==> config.mk <==
export PLATFORM = sky130hd
export DESIGN_NAME = chsi_ctrl
export DESIGN_NICKNAME = d
export VERILOG_FILES = /design/src/design/chsi_pkg.sv /design/src/design/chsi_ctrl.sv
export SDC_FILE = /design/constraint.sdc
export NUM_CORES = 1
export LEC_CHECK = 0
export CORE_AREA = 2 2 54 56
export DETAILED_ROUTE_END_ITERATION = 16
export DIE_AREA = 0 0 56 58
export DONT_BUFFER_PORTS = 1
export REMOVE_ABC_BUFFERS = 1
export SYNTH_ARGS = -nofsm -noshare
export SYNTH_HDL_FRONTEND = slang
export SYNTH_SLANG_ARGS = --single-unit
==> constraint.sdc <==
create_clock -name clk -period 3.74 [get_ports clk]
set_input_delay 0.748 -clock clk [delete_from_list [all_inputs] [get_ports clk]]
set_output_delay 0.748 -clock clk [all_outputs]
set_load 0.02 [all_outputs]
==> src/design/chsi_pkg.sv <==
// Shared types, codes and constants of the cubic Hermite sample interpolator.
`timescale 1ns / 1ps
package chsi_pkg;

    localparam int TABLE_DEPTH_DEF = 256;
    localparam int SAMPLE_W        = 24;
    localparam int POS_W           = 28;
    localparam int INDEX_W         = 8;
    localparam int COUNT_W         = 9;
    localparam int RESULT_W        = 32;
    localparam int OP_W            = 2;
    localparam int IN_DATA_W       = 64;
    localparam int COUNT_RESET     = 256;

    localparam logic [OP_W-1:0] OP_WRITE = 2'd0;
    localparam logic [OP_W-1:0] OP_VALUE = 2'd1;
    localparam logic [OP_W-1:0] OP_DERIV = 2'd2;

    // table read address choice
    typedef enum logic [2:0] {
        RA_M1 = 3'd0,
        RA_0  = 3'd1,
        RA_1  = 3'd2,
        RA_2  = 3'd3,
        RA_X  = 3'd4
    } rd_sel_t;

    typedef enum logic [1:0] {
        CAP_NONE = 2'd0,
        CAP_M1   = 2'd1,
        CAP_0    = 2'd2,
        CAP_1    = 2'd3
    } cap_sel_t;

    typedef enum logic [1:0] {
        MS_C3 = 2'd0,
        MS_LO = 2'd1,
        MS_HI = 2'd2
    } mul_src_t;

    typedef enum logic [1:0] {
        AO_HOLD = 2'd0,
        AO_LOAD = 2'd1,
        AO_ADD  = 2'd2
    } acc_op_t;

    typedef enum logic [1:0] {
        K_C2 = 2'd0,
        K_M0 = 2'd1,
        K_D0 = 2'd2
    } k_sel_t;

    typedef struct packed {
        logic     accept;
        logic     rd_en;
        rd_sel_t  rd_sel;
        cap_sel_t cap_sel;
        logic     coef_en;
        mul_src_t mul_src;
        acc_op_t  acc_op;
        k_sel_t   k_sel;
        logic     out_ld_int;
        logic     out_ld_ext;
    } dp_cmd_t;

    typedef struct packed {
        logic in_query;
        logic in_extrap;
        logic deriv;
        logic out_free;
    } dp_sts_t;

endpackage

==> src/design/chsi_ctrl.sv <==
// Sequencer: walks interpolated queries through reads, coefficients and multiplies.
`timescale 1ns / 1ps
module chsi_ctrl (
    input  logic              clk,
    input  logic              rst_n,
    input  logic              in_valid,
    output logic              in_ready,
    input  chsi_pkg::dp_sts_t sts,
    output chsi_pkg::dp_cmd_t cmd
);
    import chsi_pkg::*;

    typedef enum logic [16:0] {
        ST_IDLE = 17'h00001,
        ST_RM1  = 17'h00002,
        ST_R0   = 17'h00004,
        ST_R1   = 17'h00008,
        ST_R2   = 17'h00010,
        ST_COEF = 17'h00020,
        ST_MC3  = 17'h00040,
        ST_ACC1 = 17'h00080,
        ST_L1   = 17'h00100,
        ST_H1   = 17'h00200,
        ST_A2   = 17'h00400,
        ST_L2   = 17'h00800,
        ST_H2   = 17'h01000,
        ST_A3   = 17'h02000,
        ST_OUT  = 17'h04000,
        ST_XRD  = 17'h08000,
        ST_XOUT = 17'h10000
    } state_t;

    state_t state_reg;
    state_t state_next;

    assign in_ready = (state_reg == ST_IDLE);

    always_ff @(posedge clk or negedge rst_n)
    begin
        if (!rst_n)
        begin
            state_reg <= ST_IDLE;
        end
        else
        begin
            state_reg <= state_next;
        end
    end

    always_comb
    begin
        state_next     = state_reg;
        cmd            = '0;
        cmd.rd_sel     = RA_0;
        cmd.cap_sel    = CAP_NONE;
        cmd.mul_src    = MS_C3;
        cmd.acc_op     = AO_HOLD;
        cmd.k_sel      = K_C2;
        case (state_reg)
            ST_IDLE:
            begin
                cmd.accept = in_valid;
                if (in_valid && sts.in_query)
                begin
                    state_next = sts.in_extrap ? ST_XRD : ST_RM1;
                end
            end
            ST_RM1:
            begin
                cmd.rd_en  = 1'b1;
                cmd.rd_sel = RA_M1;
                state_next = ST_R0;
            end
            ST_R0:
            begin
                cmd.rd_en   = 1'b1;
                cmd.rd_sel  = RA_0;
                cmd.cap_sel = CAP_M1;
                state_next  = ST_R1;
            end
            ST_R1:
            begin
                cmd.rd_en   = 1'b1;
                cmd.rd_sel  = RA_1;
                cmd.cap_sel = CAP_0;
                state_next  = ST_R2;
            end
            ST_R2:
            begin
                cmd.rd_en   = 1'b1;
                cmd.rd_sel  = RA_2;
                cmd.cap_sel = CAP_1;
                state_next  = ST_COEF;
            end
            ST_COEF:
            begin
                cmd.coef_en = 1'b1;
                state_next  = ST_MC3;
            end
            ST_MC3:
            begin
                cmd.mul_src = MS_C3;
                state_next  = ST_ACC1;
            end
            ST_ACC1:
            begin
                cmd.acc_op = AO_LOAD;
                cmd.k_sel  = K_C2;
                state_next = ST_L1;
            end
            ST_L1:
            begin
                cmd.mul_src = MS_LO;
                state_next  = ST_H1;
            end
            ST_H1:
            begin
                cmd.mul_src = MS_HI;
                cmd.acc_op  = AO_LOAD;
                cmd.k_sel   = K_M0;
                state_next  = ST_A2;
            end
            ST_A2:
            begin
                cmd.acc_op = AO_ADD;
                state_next = sts.deriv ? ST_OUT : ST_L2;
            end
            ST_L2:
            begin
                cmd.mul_src = MS_LO;
                state_next  = ST_H2;
            end
            ST_H2:
            begin
                cmd.mul_src = MS_HI;
                cmd.acc_op  = AO_LOAD;
                cmd.k_sel   = K_D0;
                state_next  = ST_A3;
            end
            ST_A3:
            begin
                cmd.acc_op = AO_ADD;
                state_next = ST_OUT;
            end
            ST_OUT:
            begin
                if (sts.out_free)
                begin
                    cmd.out_ld_int = 1'b1;
                    state_next     = ST_IDLE;
                end
            end
            ST_XRD:
            begin
                cmd.rd_en  = 1'b1;
                cmd.rd_sel = RA_X;
                state_next = ST_XOUT;
            end
            ST_XOUT:
            begin
                if (sts.out_free)
                begin
                    cmd.out_ld_ext = 1'b1;
                    state_next     = ST_IDLE;
                end
            end
            default:
            begin
                state_next = ST_IDLE;
            end
        endcase
    end

endmodule

==> run summary <==
port bufs: 0
FMAX: 298 MHz
number of synthesized register bits: 17
GRT overflow: 0
diode count: 0
Vias: 877
RR Startpoint: state_reg[3]$_DFFE_PN0P_
Vias/cell: 6.05
WL final: 2.36 mm
final setup fails: 0
Worst EP required: 2990 ps
Slew HR: 0.554
Largest stage delay, worst path: 730 ps
worst reg2reg path depth: 5
clk_skew: 0.864 ps
Max Slew Vio Count: 0
CTS tree: built
Setup Crit Path Kind: flop to primary output
Cell Rows: 19
initial antenna violation count: 0
critical-path cell list: or4_1 -> nor4_4 -> nand2_2 -> nor3b_4 -> nand2b_1
Critical Path AT: 2610 ps
Buf+Inv Stages, Crit Path: 0
status: finished clean
clock root cell: clkbuf_4
clock-pin slew on the worst setup and hold paths: 100 ps
final net count: 122
Iter 0 DRT Violations: 36
Syn. warnings: 0
Slew @ Worst Pin: 667 ps
Tcrit/Tclk final: 0.898
synthesized cell area: 0.00114 sq mm
Max Cap Viol: 0
Core Region: 0.00266 sq mm
final setup margin: 381 ps
total CTS buffers: 3
Longest Clk Path Bufs: 2
Synth top area share: 0.352
synthesis-to-layout area growth: 4.73%
number of flops mapped to enable cells by yosys: 0
PwrDens: 623 mW/mm^2
sequential share of the synthesized area: 0.375
vias in the first global route: 854
DRC viols: 0
global-route wire length before repair: 3.99 mm
worst skew pair latency: 290 ps
commonest cells in the synthesized netlist: 16 x dfrtp_1, 10 x nor2_1, 7 x nor3_1
startpoint types: flop
minimum clock period: 3360 ps
Area contributors post-synth: dfrtp_1 35%, nor4_4 3.7%, nor2_1 3.3%
Synth Flop Type: dfrtp_1
DR pass1 iterations: 4
Setup TNS: 0 ps
ANT nets after route: 0
Initial Util: 0.427
largest net degree at the start of global routing: 18
critical-path maximum fanout: 9
cell taking the most area after synthesis: dfrtp_1
CP endpoint kind: primary output
slowest CP cell: or4_1
buffers inserted during post-CTS setup optimization: 0
Syn Area/Cell: 10.2 sq um
hold-fix buffers at CTS: 0
Yosys cell types: 47
final hold vios: 0
CP top delay family: simple AND/OR/NAND/NOR gates
Die ar.: 0.00325 sq mm
Post-synth ARST share: 1.00
RSZ-0062 raised after global routing: false
Post-CTS Resized: 0
Die X: 56 microns
number of flip-flops in the largest register: 17
DP HPWL: 1.81 mm
layout cells sized above 1: 0.219
H-tree Lvls: 1
pre-CTS WS: 720 ps
Overall Global Routing Usage: 0.160
IO Count: 24
Hold Path Class: input port to asynchronous set/reset pin
reg-to-reg slack, setup: 1270 ps
clk sinks: 17
Routability Congestion: 0.770
Synth Instances: 111
leakage power: 0.000550 uW
count leader, synth: dfrtp_1
Die Ht: 58 microns
maximum vdd drop: 380 uV
Avg WL per Cell: 16.3 microns
FF-to-FF End: state_reg[0]$_DFFE_PN1P_
[worst max-delay path by stage]
stage                                  start       to  slack, ps  depth (start not counted)
floorplan           state_reg[9]$_DFFE_PN0P_  cmd[14]        850                          4
global placement    state_reg[2]$_DFFE_PN0P_   cmd[4]        720                          4
detailed placement  state_reg[3]$_DFFE_PN0P_   cmd[4]        720                          4
CTS                 state_reg[9]$_DFFE_PN0P_  cmd[10]        350                          5
global route        state_reg[9]$_DFFE_PN0P_  cmd[10]        210                          5
finish              state_reg[9]$_DFFE_PN0P_  cmd[12]        380                          5
[power breakdown]
group / internal (uW) / total (uW) / switching [uW]
Clock: 41.5 / 101 / 59.1
Sequential: 208 / 250 / 41.9
Combinational: 158 / 391 / 233
Total: 407 / 742 / 334
[placed cells by master, fill, tap and decap left out, types with 2 or more instances in the layout]
| cell | netlist | final |
|---|---|---|
| dfrtp_1 | 16 | 16 |
| nor2_1 | 10 | 10 |
| nor3_1 | 7 | 7 |
| nand2_1 | 5 | 5 |
| nand3_1 | 5 | 5 |
| inv_1 | 4 | 4 |
| or3_1 | 4 | 4 |
| nor3b_1 | 4 | 4 |
| or4_1 | 3 | 3 |
| nor4_1 | 3 | 3 |
| xnor2_1 | 3 | 3 |
| nor4b_1 | 3 | 3 |
| and3_1 | 3 | 3 |
| clkbuf_4 | 0 | 3 |
| buf_4 | 1 | 3 |
| nor3b_4 | 2 | 2 |
| nor4_4 | 2 | 2 |
| nand2b_1 | 2 | 2 |
| nor3b_2 | 2 | 2 |
| xor2_1 | 2 | 2 |
| and4b_2 | 2 | 2 |
[metal layers]
metal	part of all wire	GRT usage	routed length, microns	up-vias
met2	0.46	0.250	1090	20
li1	-	-	-	428
met4	0.0072	0.0408	17	0
met5	0	0	0	-
met3	0.055	0.0536	130	2
met1	0.48	0.215	1120	427
[worst register-to-register path: cells and delay by family, from the launching register on]
family | cells | cell delay [ps]
AND/OR/NAND/NOR | 4 | 1840
flip-flops | 1 | 480
AO/OA/AOI/OAI | 1 | 90
[per-stage QoR]
step                hold slack, ps  cells  power [uW]  instance area, sq um  utilization
floorplan                      452    107         567                  1100            -
global placement               453    141         641                  1160        0.438
detailed placement             453    141         648                  1160        0.438
CTS                            116    145         753                  1190        0.447
global route                   103    145         805                  1190        0.447
finish                         136    145         742                  1190        0.447
[cell type report]
type	count	area, sq um
clock buffer	4	26.3
fill	253	1470
inverter	4	15.0
multi-input combinational	86	662
sequential	17	427
tap	31	38.8
timing repair buffer	3	22.5
[kinds of logic after synthesis]
group,after synthesis,synth area share
simple gates,73,0.479
compound gates,8,0.0649
flops,17,0.375
buf+inv,8,0.0429
xor+xnor,5,0.0385
Power figures use the tool's default switching activity.
